[src/rtl/core/ptb_pkg.sv]
// shared types and constants for the periodic timer bank
package ptb_pkg;

	localparam int NUM_TIMERS = 8;
	localparam int IDX_W = (NUM_TIMERS > 1) ? $clog2(NUM_TIMERS) : 1;

	localparam int STEP_W = 20;
	localparam int PERIOD_W = 26;
	localparam int COUNT_W = 27;
	localparam int ALU_W = 28;
	localparam int RATE_W = 16;
	localparam int ID_W = 16;
	localparam int ADDR_W = 3;
	localparam int DATA_W = 32;

	localparam logic [STEP_W-1:0] STEP_RESET = 20'd54925;
	localparam logic [9:0] US_PER_MS = 10'd1000;

	// command codes
	localparam logic [2:0] OP_TICK = 3'd0;
	localparam logic [2:0] OP_CREATE = 3'd1;
	localparam logic [2:0] OP_KILL = 3'd2;
	localparam logic [2:0] OP_ENABLE = 3'd3;
	localparam logic [2:0] OP_DISABLE = 3'd4;

	// result kinds
	localparam logic [1:0] KIND_CREATE = 2'd0;
	localparam logic [1:0] KIND_KILL = 2'd1;
	localparam logic [1:0] KIND_FIRE = 2'd2;

	// register byte addresses
	localparam logic [ADDR_W-1:0] REG_TICK_STEP = 3'd0;

	typedef struct packed {
		logic [2:0]        op;
		logic [RATE_W-1:0] rate_ms;
		logic [ID_W-1:0]   timer_id;
	} ptb_cmd_t;

	typedef struct packed {
		logic [1:0]      result_kind;
		logic [ID_W-1:0] result_value;
		logic            last;
	} ptb_rsp_t;

endpackage

[src/rtl/core/periodic_timer_bank.sv]
// periodic timer bank: slot table, shared add/subtract unit and its sequencer
//
// channel  direction  handshake              payload
// cmd      in         cmd_valid / cmd_stall  cmd_item  (op, rate_ms, timer_id)
// rsp      out        rsp_valid / rsp_stall  rsp_item  (result_kind, result_value, last)
// apb      in         psel / penable / pready  paddr, pwdata, prdata (tick_step)
//
// enable, disable and unused ops finish in the accepting state; kill and a create on a
// full bank go straight to the reply; create passes accept, multiply, clamp on the shared
// adder and reply; a tick on an unpaused bank with a slot in use sends each slot through
// the adder (subtract step, reload if in use), then emits one result per fired timer
// cmd_stall is high from acceptance until the last result is in the output register
// the output register holds a result while rsp_stall is high
// reset clears all slots, the pause flag and loads tick_step with 54925
module periodic_timer_bank (
	input  logic                          clk,
	input  logic                          arst_n,
	input  logic                          cmd_valid,
	output logic                          cmd_stall,
	input  ptb_pkg::ptb_cmd_t             cmd_item,
	output logic                          rsp_valid,
	input  logic                          rsp_stall,
	output ptb_pkg::ptb_rsp_t             rsp_item,
	input  logic                          psel,
	input  logic                          penable,
	input  logic                          pwrite,
	input  logic [ptb_pkg::ADDR_W-1:0]    paddr,
	input  logic [ptb_pkg::DATA_W-1:0]    pwdata,
	output logic [ptb_pkg::DATA_W-1:0]    prdata,
	output logic                          pready
);
	import ptb_pkg::*;

	typedef enum logic [6:0] {
		ST_IDLE  = 7'b0000001,
		ST_MUL   = 7'b0000010,
		ST_CLAMP = 7'b0000100,
		ST_SUB   = 7'b0001000,
		ST_ADD   = 7'b0010000,
		ST_EMIT  = 7'b0100000,
		ST_RESP  = 7'b1000000
	} state_t;

	state_t state_q, state_d;

	logic [NUM_TIMERS-1:0]   in_use_q;
	logic                    paused_q;
	logic [STEP_W-1:0]       step_q;
	logic [PERIOD_W-1:0]     period_q [NUM_TIMERS];
	logic [COUNT_W-1:0]      count_q [NUM_TIMERS];
	logic [IDX_W-1:0]        slot_q;
	logic [IDX_W-1:0]        free_q;
	logic [RATE_W-1:0]       rate_q;
	logic [PERIOD_W-1:0]     prod_q;
	logic [ALU_W-1:0]        diff_q;
	logic [NUM_TIMERS-1:0]   fire_q;
	logic [1:0]              reply_kind_q;
	logic [ID_W-1:0]         reply_val_q;
	logic                    rsp_valid_q;
	ptb_rsp_t                rsp_q;

	logic                    cmd_acc;
	logic                    any_used;
	logic                    bank_full;
	logic [IDX_W-1:0]        free_idx;
	logic [IDX_W-1:0]        emit_idx;
	logic [NUM_TIMERS-1:0]   emit_rest;
	logic                    emit_single;
	logic                    kill_bad;
	logic [IDX_W-1:0]        kill_idx;
	logic [NUM_TIMERS-1:0]   kill_rest;
	logic                    slot_used;
	logic                    slot_last;
	logic [ALU_W-1:0]        alu_a;
	logic [ALU_W-1:0]        alu_b;
	logic                    alu_sub;
	logic [ALU_W-1:0]        alu_y;
	logic                    fire_now;
	logic [ALU_W-1:0]        upd_val;
	logic [COUNT_W-1:0]      cnt_new;
	logic [PERIOD_W-1:0]     clamp_period;
	logic                    rsp_free;
	logic                    rsp_load;
	ptb_rsp_t                rsp_d;
	logic                    cfg_wr;

	assign cmd_stall = (state_q != ST_IDLE);
	assign cmd_acc = cmd_valid && (state_q == ST_IDLE);
	assign rsp_valid = rsp_valid_q;
	assign rsp_item = rsp_q;
	assign pready = 1'b1;
	assign cfg_wr = psel && penable && pwrite && (paddr == REG_TICK_STEP);
	assign prdata = (paddr == REG_TICK_STEP) ? {{(DATA_W-STEP_W){1'b0}}, step_q} : '0;

	assign any_used = |in_use_q;
	assign bank_full = &in_use_q;
	assign slot_used = in_use_q[slot_q];
	assign slot_last = (slot_q == IDX_W'(NUM_TIMERS-1));
	assign rsp_free = !rsp_valid_q || !rsp_stall;

	// lowest free slot and lowest pending fire
	always_comb begin
		free_idx = '0;
		emit_idx = '0;
		for (int i = NUM_TIMERS-1; i >= 0; i--) begin
			if (!in_use_q[i]) free_idx = IDX_W'(i);
			if (fire_q[i]) emit_idx = IDX_W'(i);
		end
	end

	assign emit_rest = fire_q & ~(NUM_TIMERS'(1) << emit_idx);
	assign emit_single = (emit_rest == '0);

	assign kill_bad = (cmd_item.timer_id == '0) || (cmd_item.timer_id > ID_W'(NUM_TIMERS));
	assign kill_idx = IDX_W'(cmd_item.timer_id - ID_W'(1));
	assign kill_rest = in_use_q & ~(NUM_TIMERS'(1) << kill_idx);

	// shared adder: count minus step, reload add, period clamp compare
	always_comb begin
		alu_a = {{(ALU_W-COUNT_W){count_q[slot_q][COUNT_W-1]}}, count_q[slot_q]};
		alu_b = {{(ALU_W-STEP_W){1'b0}}, step_q};
		alu_sub = 1'b1;
		unique case (state_q)
			ST_ADD: begin
				alu_a = diff_q;
				alu_b = {{(ALU_W-PERIOD_W){1'b0}}, period_q[slot_q]};
				alu_sub = 1'b0;
			end
			ST_CLAMP: begin
				alu_a = {{(ALU_W-PERIOD_W){1'b0}}, prod_q};
			end
			default: begin
			end
		endcase
	end

	assign alu_y = alu_a + (alu_b ^ {ALU_W{alu_sub}}) + ALU_W'(alu_sub);

	assign clamp_period = alu_y[ALU_W-1] ? {{(PERIOD_W-STEP_W){1'b0}}, step_q} : prod_q;

	// zero or below fires; saturate at the most negative count
	assign fire_now = diff_q[ALU_W-1] || (diff_q == '0);
	assign upd_val = fire_now ? alu_y : diff_q;
	assign cnt_new = (upd_val[ALU_W-1] && !upd_val[COUNT_W-1]) ?
		{1'b1, {(COUNT_W-1){1'b0}}} : upd_val[COUNT_W-1:0];

	always_comb begin
		state_d = state_q;
		unique case (state_q)
			ST_IDLE: begin
				if (cmd_acc) begin
					case (cmd_item.op)
						OP_TICK: if (!paused_q && any_used) state_d = ST_SUB;
						OP_CREATE: state_d = bank_full ? ST_RESP : ST_MUL;
						OP_KILL: state_d = ST_RESP;
						default: state_d = ST_IDLE;
					endcase
				end
			end
			ST_MUL: state_d = ST_CLAMP;
			ST_CLAMP: state_d = ST_RESP;
			ST_SUB: begin
				if (slot_used) state_d = ST_ADD;
				else if (slot_last) state_d = (fire_q != '0) ? ST_EMIT : ST_IDLE;
			end
			ST_ADD: begin
				if (slot_last) state_d = ((fire_q != '0) || fire_now) ? ST_EMIT : ST_IDLE;
				else state_d = ST_SUB;
			end
			ST_EMIT: if (rsp_free && emit_single) state_d = ST_IDLE;
			ST_RESP: if (rsp_free) state_d = ST_IDLE;
			default: state_d = ST_IDLE;
		endcase
	end

	always_comb begin
		rsp_load = 1'b0;
		rsp_d.result_kind = reply_kind_q;
		rsp_d.result_value = reply_val_q;
		rsp_d.last = 1'b1;
		if (state_q == ST_RESP) begin
			rsp_load = rsp_free;
		end else if (state_q == ST_EMIT) begin
			rsp_load = rsp_free;
			rsp_d.result_kind = KIND_FIRE;
			rsp_d.result_value = ID_W'(emit_idx) + ID_W'(1);
			rsp_d.last = emit_single;
		end
	end

	// control state
	always_ff @(posedge clk or negedge arst_n) begin
		if (!arst_n) begin
			state_q <= ST_IDLE;
			in_use_q <= '0;
			paused_q <= 1'b0;
			step_q <= STEP_RESET;
			rsp_valid_q <= 1'b0;
		end else begin
			state_q <= state_d;
			if (cfg_wr) step_q <= pwdata[STEP_W-1:0];
			if (rsp_load) rsp_valid_q <= 1'b1;
			else if (!rsp_stall) rsp_valid_q <= 1'b0;
			if (cmd_acc) begin
				case (cmd_item.op)
					OP_KILL: begin
						if (!kill_bad) begin
							in_use_q <= kill_rest;
							if (kill_rest == '0) paused_q <= 1'b0;
						end
					end
					OP_ENABLE: if (any_used) paused_q <= 1'b0;
					OP_DISABLE: if (any_used) paused_q <= 1'b1;
					default: begin
					end
				endcase
			end
			if (state_q == ST_CLAMP) begin
				in_use_q[free_q] <= 1'b1;
				if (!any_used) paused_q <= 1'b0;
			end
		end
	end

	// datapath and slot table
	always_ff @(posedge clk) begin
		if (rsp_load) rsp_q <= rsp_d;
		unique case (state_q)
			ST_IDLE: begin
				if (cmd_acc) begin
					rate_q <= cmd_item.rate_ms;
					free_q <= free_idx;
					slot_q <= '0;
					fire_q <= '0;
					if (cmd_item.op == OP_KILL) begin
						reply_kind_q <= KIND_KILL;
						reply_val_q <= kill_bad ? cmd_item.timer_id : '0;
					end else begin
						reply_kind_q <= KIND_CREATE;
						reply_val_q <= '0;
					end
				end
			end
			ST_MUL: prod_q <= PERIOD_W'({{(PERIOD_W-RATE_W){1'b0}}, rate_q} *
				{{(PERIOD_W-10){1'b0}}, US_PER_MS});
			ST_CLAMP: begin
				period_q[free_q] <= clamp_period;
				count_q[free_q] <= {1'b0, clamp_period};
				reply_val_q <= ID_W'(free_q) + ID_W'(1);
			end
			ST_SUB: begin
				diff_q <= alu_y;
				if (!slot_used && !slot_last) slot_q <= slot_q + IDX_W'(1);
			end
			ST_ADD: begin
				count_q[slot_q] <= cnt_new;
				fire_q[slot_q] <= fire_now;
				if (!slot_last) slot_q <= slot_q + IDX_W'(1);
			end
			ST_EMIT: if (rsp_free) fire_q <= emit_rest;
			ST_RESP: begin
			end
			default: begin
			end
		endcase
	end

endmodule

[config.mk]
export PLATFORM = sky130hd
export DESIGN_NAME = periodic_timer_bank
export DESIGN_NICKNAME = d
export VERILOG_FILES = /design/src/rtl/core/ptb_pkg.sv /design/src/rtl/core/periodic_timer_bank.sv
export SDC_FILE = /design/constraint.sdc
export NUM_CORES = 1
export LEC_CHECK = 0
export BUFFER_PORTS_ARGS = -buffer_cell sky130_fd_sc_hd__buf_2
export CAP_MARGIN = 10
export CORE_MARGIN = 5
export CORE_UTILIZATION = 56
export DETAILED_ROUTE_END_ITERATION = 10
export GPL_TIMING_DRIVEN = 1
export PLACE_DENSITY = 0.77
export SLEW_MARGIN = 20
export SYNTH_ARGS = -nofsm -noshare
export SYNTH_HDL_FRONTEND = slang
export SYNTH_SLANG_ARGS = --single-unit
export TNS_END_PERCENT = 1
[constraint.sdc]
create_clock -name clk -period 6.2 [get_ports clk]
set_input_delay 1.86 -clock clk [delete_from_list [all_inputs] [get_ports clk]]
set_output_delay 1.86 -clock clk [all_outputs]
set_load 0.05 [all_outputs]
==> summary.txt, run 1 <==
Clock network
  – CTS buffer count: 58
  – CTS tree: yes
  – Root buf cell: clkbuf_16
  – Post-CTS sizing: 0
  – Clk slew on worst S/H paths: 0.06 ns
  – CTS sink cnt: approximately 580
  – Clock Path Buffers: 3
  – CTS Hold Buffers Added: 0
  – Setup Fix Bufs, Post-CTS: 0
  – H-tree depth: 2
  – Clk_lat worst skew: about 0.63 ns

Power and ir drop
  – Peak VDD IR: approximately 0.00048 V
  – Pleak: 11.50 nW
  – Power, Total: 16.73 mW
  – Cell area power density: 525.2 mW/mm^2

Cells and area
  – Layout fillers: ~3600
  – Final core area utilization: 63.62%
  – Layout cells sized above 1: 21.72%
  – Nets: 2233
  – N_diodes: 0
  – P&R area growth vs syn: 12.67%

STA
  – RSZ-0062 raised after global routing: false
  – Final setup margin: 0.3555 ns
  – Setup violators final: 0
  – Hold_ws: 0.5153 ns
  – Measured slew at the worst slew-check pin: 1.134 ns
  – Worst Clk Skew: 0.02962 ns
  – Pins Over Slew Limit: 0
  – Max-slew headroom: 24.40%
  – FMAX: 171.1 MHz
  – Fin crit share: 94.27%
  – Setup TNS: 0 ns
  – Minimum clock period: a little under 6 ns
  – Final Hold Vio Count: 0

Detailed routing
  – Post-route DRC violation count: 0
  – Routed WL: 64510 um
  – Initial DRC Count: 1305
  – Remaining antenna violation count after routing: 0
  – Initial DRT Pass Iterations: 7
  – Via density: 6.037
  – Wirelength per Cell: approximately 24 um
  – DR vias: 16480

Die
  – Die Span Y: 234.7 um
  – Io pins: 131
  – Die ar.: 0.05508 mm^2
  – Die X: 234.7 um
  – Cell Rows: 82
  – Starting Density: roughly 56%
  – CORE AREA: between 0.05 and 0.06 mm^2

Logic synthesis
  – Post-Syn Area per Cell: 15.13 um^2
  – Synth Flop Type: edfxtp_1
  – Register area share after synthesis: 61.00%
  – #FFs+latches synth: 581
  – Synth area leaders: edfxtp_1 (57%), mux4_2 (8.6%), fa_1 (3.9%), ha_1 (3.9%), dfrtp_1 (2.4%)
  – Cell variety after synth: 77
  – Area leader, netlist: edfxtp_1
  – Synth top area share: 57.46%
  – Synth async-reset ratio: 6.368%
  – Synth Warn #: 0
  – Cell Area, Synth: ~0.028 mm^2
  – Post-synth EDFFs: 541
  – Cell count after synthesis: 1868

Worst setup path
  – CP startpoint kind: flop
  – Class of the most critical setup path: flop to flop
  – Largest stage delay on the critical path: around 0.70 ns
  – Reg-to-Reg Start: state_q[1]
  – CP startpoint: state_q[1]
  – Critical path peak fanout: between 40 and 50
  – WP buf/inv: 5
  – Critical-path cell list: or4_1 > nor3_2 > buf_4 > a22oi_1 > o21ai_0 > ha_1 > a21o_1 > a221o_1 > a211oi_1 > buf_4 > a21oi_1 > o22ai_1 > o31ai_1 > o311ai_2 > o21ai_2 > buf_4 > buf_4 > o2bb2ai_1 > buf_4
  – CP required: 6.66 ns
  – Worst setup EP type: flop
  – Crit-path slowest cell: or4_1
  – Worst Path Arrival: 6.31 ns
  – Most common cell on crit path: buf_4
  – Crit-path leading delay family: compound AO/OA/AOI/OAI gates

Placement
  – Final HPWL DP: approximately 43000 um
  – # port buffers: 105
  – Placer Congestion: between 0.8 and 0.9
  – Worst slack, placed: 0.5016 ns

Min path
  – Min-delay worst type: flop to flop
  – Hold Startpoint: reply_val_q[4]

Outcome
  – Status: finished, final reports clean

Global routing
  – Number of global-route vias before repair: 17170
  – First-pass GRT wire length: 100100 um
  – Initial antenna violation count: 0
  – Pin count of the biggest net entering global routing: 48
  – Total track usage: a little under a quarter
  – GRT overflow: 0

Run
  – Max Cap Viol: 0
==> area by class of cell <==
cell class | count | area [um^2] | share of cell area [%]
flip-flops and latches | 581 | 17260 | 54.17
multi-input cells | 1082 | 10320 | 32.40
clock buffers | 64 | 1474 | 4.627
repair buffers | 173 | 1106 | 3.472
well taps | 672 | 840.8 | 2.640
inverters | 117 | 439.2 | 1.379
clock inverters | 41 | 417.9 | 1.312
==> metal layers <==
| layer | up-vias | track usage (%) | part of all wire [%] |
|---|---|---|---|
| met3 | 136 | 4.210 | 7.0 |
| met4 | 0 | 8.777 | 4.0 |
| met5 | - | 0 | 0 |
| met1 | 8289 | 29.56 | 38 |
| met2 | 621 | 40.41 | 51 |
| li1 | 7436 | - | - |
==> state kept, by name (all words and copies together) (netlist names), named ones only <==
register / flops
state_q: 7
reply_val_q: 16
reply_kind_q: 1
rsp_valid: 1
paused_q: 1
rate_q: 16
count_q: 216
step_q: 20
fire_q: 8
slot_q: 3
period_q: 208
free_q: 3
in_use_q: 8
prod_q: 23
rsp_item: 19
diff_q: 28
==> layout by cell type, fill, tap and decap left out, drive strengths merged, types with 8 or more instances in the layout <==
| master | instances |
|---|---|
| a211oi | 22 |
| a21o | 23 |
| a21oi | 78 |
| a22oi | 25 |
| a31oi | 9 |
| and2 | 51 |
| buf | 173 |
| bufinv | 8 |
| clkbuf | 64 |
| clkinv | 27 |
| conb | 13 |
| dfrtp | 27 |
| dfstp | 10 |
| edfxtp | 541 |
| fa | 55 |
| ha | 88 |
| inv | 119 |
| mux2 | 39 |
| mux2i | 64 |
| mux4 | 108 |
| nand2 | 82 |
| nand2b | 14 |
| nand3 | 18 |
| nand4 | 14 |
| nor2 | 55 |
| nor2b | 41 |
| nor3 | 20 |
| nor4 | 19 |
| o21ai | 81 |
| o2bb2ai | 22 |
| xnor2 | 30 |
| xor2 | 15 |
==> worst register-to-register path, delay by kind of cell, from the launching register on <==
family	cells	cell delay (ns)
flip-flops	1	0.42
AO/OA/AOI/OAI	11	2.59
AND/OR/NAND/NOR	2	0.97
buffers and inverters	5	1.38
adder cells (fa/ha/maj)	1	0.30
==> cell usage after synthesis, types with 10 or more instances <==
cell	instances
and2_1	51
nor4_1	19
a22oi_1	25
buf_1	18
mux2_4	13
mux2_2	26
nand4_1	14
o21ai_0	77
nor3_1	19
a21oi_1	77
a21o_1	23
dfrtp_1	27
buf_4	14
dfstp_2	10
a211oi_1	22
clkbuf_1	59
edfxtp_1	541
nor2_1	55
nor2b_1	41
nand2_1	82
inv_1	117
nand3_1	18
fa_1	55
xor2_1	15
o2bb2ai_1	22
mux4_2	108
ha_1	88
nand2b_1	14
mux2i_1	64
xnor2_1	29
==> where the power goes <==
part	switching, mW	leakage [nW]	total (mW)	internal, mW
logic	4.41	5.19	7.80	3.39
registers	0.276	5.39	5.43	5.15
clock network	1.46	0.916	3.50	2.04
total	6.15	11.5	16.7	10.6
==> path summary, 6_finish.rpt <==
check	endpoint	slack, ns	cells after the start
worst max-delay path	count_q[3][11]	0.36	19
worst min-delay path	rsp_item[5]	0.52	1
worst max register to register	count_q[3][11]	0.36	19
worst min register to register	rsp_item[5]	0.52	1
max in group asynchronous	step_q[18]	4.18	1
min in group asynchronous	state_q[5]	1.39	1
==> per-stage QoR <==
step | std cells | instance area (um^2)
finish | 2730 | 31850
global route | 2730 | 31850
CTS | 2729 | 31840
detailed placement | 2624 | 29950
global placement | 2624 | 29950
floorplan | 1879 | 28310
==> cells by family (layout without fill, tap and decap cells) <==
logic type | count (synthesis) | in the layout | share of synthesized area (%)
flip-flops | 581 | 581 | 61.00
AND/OR/NAND/NOR | 345 | 345 | 6.453
AO/OA/AOI/OAI | 325 | 325 | 7.608
buffers and inverters | 216 | 395 | 3.111
multiplexers | 211 | 211 | 12.60
adder cells (fa/ha/maj) | 143 | 143 | 7.789
XOR/XNOR | 45 | 45 | 1.421
other | 2 | 13 | 0.02656
No activity file was read; power rests on OpenSTA's default activity.
==> inputs of run 2 (changes only) <==
--- a/config.mk
+++ b/config.mk
@@ -5,13 +5,14 @@
 export SDC_FILE = /design/constraint.sdc
 export NUM_CORES = 1
 export LEC_CHECK = 0
-export BUFFER_PORTS_ARGS = -buffer_cell sky130_fd_sc_hd__buf_2
 export CAP_MARGIN = 10
 export CORE_MARGIN = 5
-export CORE_UTILIZATION = 56
+export CORE_UTILIZATION = 58
 export DETAILED_ROUTE_END_ITERATION = 10
+export DONT_BUFFER_PORTS = 1
 export GPL_TIMING_DRIVEN = 1
-export PLACE_DENSITY = 0.77
+export MAX_ROUTING_LAYER = met4
+export PLACE_DENSITY = 0.76
 export SLEW_MARGIN = 20
 export SYNTH_ARGS = -nofsm -noshare
 export SYNTH_HDL_FRONTEND = slang
==> summary.txt, run 2 (synthesis results as in run 1) <==
Global routing
  – GRT overflow: 0 (unchanged)
  – Initial antenna violation count: 0 (unchanged)
  – Total track usage: 25.50% (+2.2 points)
  – First-pass GRT wire length: 100600 um (+0.53%)
  – Pin count of the biggest net entering global routing: 48 (unchanged)
  – Number of global-route vias before repair: 17010 (-0.90%)

Cells and area
  – Seq. cell area: 0.01726 mm^2 (unchanged)
  – N_diodes: 0 (unchanged)
  – Final core area utilization: 64.78% (+1.2 points)
  – Top Registers: count_q (216), period_q (208), diff_q (28)
  – Multi-input logic area: 0.01034 mm^2 (+0.23%)
  – Max reg flops: 216 (unchanged)
  – Register name with the most flops: count_q
  – Nets: 2136 (-4.3%)
  – Most common cell after layout, fill and taps aside: edfxtp_1
  – Layout cells sized above 1: 18.24% (-3.5 points)
  – P&R area growth vs syn: 11.24%
  – Layout fillers: 3296 (-7.7%)
  – Most frequent cells in the layout: edfxtp_1 (541), inv_1 (116), mux4_2 (108)

Clock network
  – H-tree depth: 2 (unchanged)
  – Clk_lat worst skew: 0.61 ns (-0.02 ns)
  – Clk slew on worst S/H paths: 0.07 ns (about the same)
  – CTS buffer count: 58 (unchanged)
  – CTS sink cnt: 581 (unchanged)
  – Setup Fix Bufs, Post-CTS: 0 (unchanged)
  – CTS tree: yes
  – Root buf cell: clkbuf_16
  – CTS Hold Buffers Added: 0 (unchanged)
  – Clock Path Buffers: 3 (unchanged)

STA
  – Setup TNS: 0 ns (unchanged)
  – Max-slew headroom: 25.68% (+1.3 points)
  – RSZ-0062 raised after global routing: false
  – Worst Clk Skew: 0.02282 ns (-0.006798 ns)
  – Fin crit share: 94.32% (about the same)
  – Pins Over Slew Limit: 0 (unchanged)
  – Setup violators final: 0 (unchanged)
  – Final Hold Vio Count: 0 (unchanged)
  – Minimum clock period: 5.848 ns (+0.003410 ns)
  – FMAX: 171.0 MHz (about the same)
  – Measured slew at the worst slew-check pin: 1.114 ns (-0.02048 ns)

Die
  – Io pins: 131 (unchanged)
  – Die X: 230.8 um (-1.7%)
  – Starting Density: 58.24% (+1.8 points)
  – Die ar.: 0.05326 mm^2 (-3.3%)
  – Cell Rows: 81 (-1.2%)
  – Die Span Y: 230.8 um (-1.7%)
  – CORE AREA: 0.04855 mm^2 (-3.0%)

Worst setup path
  – Largest stage delay on the critical path: 0.72 ns (+0.02 ns)
  – Critical path peak fanout: 47 (unchanged)
  – Critical-path cell list: or4_1 > nor3_2 > buf_4 > a22oi_1 > o21ai_0 > ha_1 > a211o_1 > a32o_1 > a211oi_1 > buf_4 > a21oi_1 > o22ai_1 > o31ai_1 > o311ai_2 > o21ai_2 > buf_4 > o32ai_1 > buf_4
  – Worst setup EP type: flop
  – Worst Path Arrival: 6.31 ns (about the same)
  – CP required: 6.66 ns (about the same)
  – Worst reg2reg path depth: 18 (-1)
  – Most common cell on crit path: buf_4
  – CP startpoint kind: flop
  – Class of the most critical setup path: flop to flop
  – Crit-path slowest cell: or4_1

Detailed routing
  – Wirelength per Cell: 25.36 um (+7.3%)
  – Via density: 6.372 (+5.5%)
  – DR vias: 16470 (-0.067%)
  – Initial DRT Pass Iterations: 6 (-1)
  – Initial DRC Count: 1659 (+27%)
  – Routed WL: 65550 um (+1.6%)
  – Remaining antenna violation count after routing: 0 (unchanged)
  – Post-route DRC violation count: 0 (unchanged)

Outcome
  – Status: finished, final reports clean

Power and ir drop
  – Cell area power density: 534.0 mW/mm^2 (+1.7%)
  – Peak VDD IR: 0.0005554 V (+15%)
  – Pleak: 11.14 nW (-3.1%)

Placement
  – Final HPWL DP: 43270 um (+1.1%)
  – Placer Congestion: 0.9289 (+7.4%)
  – # port buffers: 0 (-100%)

Min path
  – Hold path cells: 1 (unchanged)
  – Min-delay worst type: flop to flop

Run
  – Max Cap Viol: 0 (unchanged)
[run 2: final cells by class]
class	instances	area share (%)
timing repair buffer	75	2.069
clock inverter	30	1.158
tap	622	2.475
inverter	117	1.397
clock buffer	77	5.140
multi-input combinational	1083	32.89
sequential	581	54.87
[run 2: routing by layer]
metal	routed length (um)	global-route usage [%]
met5	0	-
met4	3027	10.49
met2	33210	42.44
met1	24650	31.30
met3	4664	4.563
[run 2: path summary, 6_finish.rpt]
check	from	to	slack (ns)
hold reg to reg	reply_kind_q[0]	rsp_item[17]	0.52
max in group asynchronous	arst_n	step_q[12]	5.05
setup / recovery	state_q[1]	count_q[4][19]	0.35
min in group asynchronous	arst_n	rsp_valid	0.94
setup reg to reg	state_q[1]	count_q[4][19]	0.35
hold / removal	reply_kind_q[0]	rsp_item[17]	0.52
[run 2: metrics by stage]
stage / instances / hold WS (ns) / worst slack, ns / instance area, um^2 / total power, mW
detailed placement: 2477 / 0.5049 / 0.3347 / 29440 / 13.19
global placement: 2477 / 0.5018 / 0.4577 / 29440 / 12.95
CTS: 2584 / 0.5192 / 0.2981 / 31420 / 16.87
global route: 2585 / 0.5373 / 0.06440 / 31450 / 18.03
floorplan: 1879 / 0.4836 / 0.4258 / 28310 / 11.36
finish: 2585 / 0.5179 / 0.3521 / 31450 / 16.79
[run 2: what timing repair did]
item	CTS	global route
resized for setup	0	0
hold endpoints to repair	0	0
endpoints found under the setup margin	0	8
[run 2: power breakdown]
part / switching (mW) / total, mW / leakage, nW / internal (mW)
registers: 0.336 / 5.49 / 5.39 / 5.15
clock network: 1.47 / 3.63 / 0.958 / 2.16
logic: 4.31 / 7.67 / 4.80 / 3.36
total: 6.11 / 16.8 / 11.1 / 10.7
[run 2: critical path, delay by kind of cell (launching register included)]
| kind | cells | cell delay, ns |
|---|---|---|
| AO/OA/AOI/OAI | 11 | 2.80 |
| adder cells (fa/ha/maj) | 1 | 0.32 |
| buffers and inverters | 4 | 1.14 |
| flip-flops | 1 | 0.43 |
| AND/OR/NAND/NOR | 2 | 0.99 |
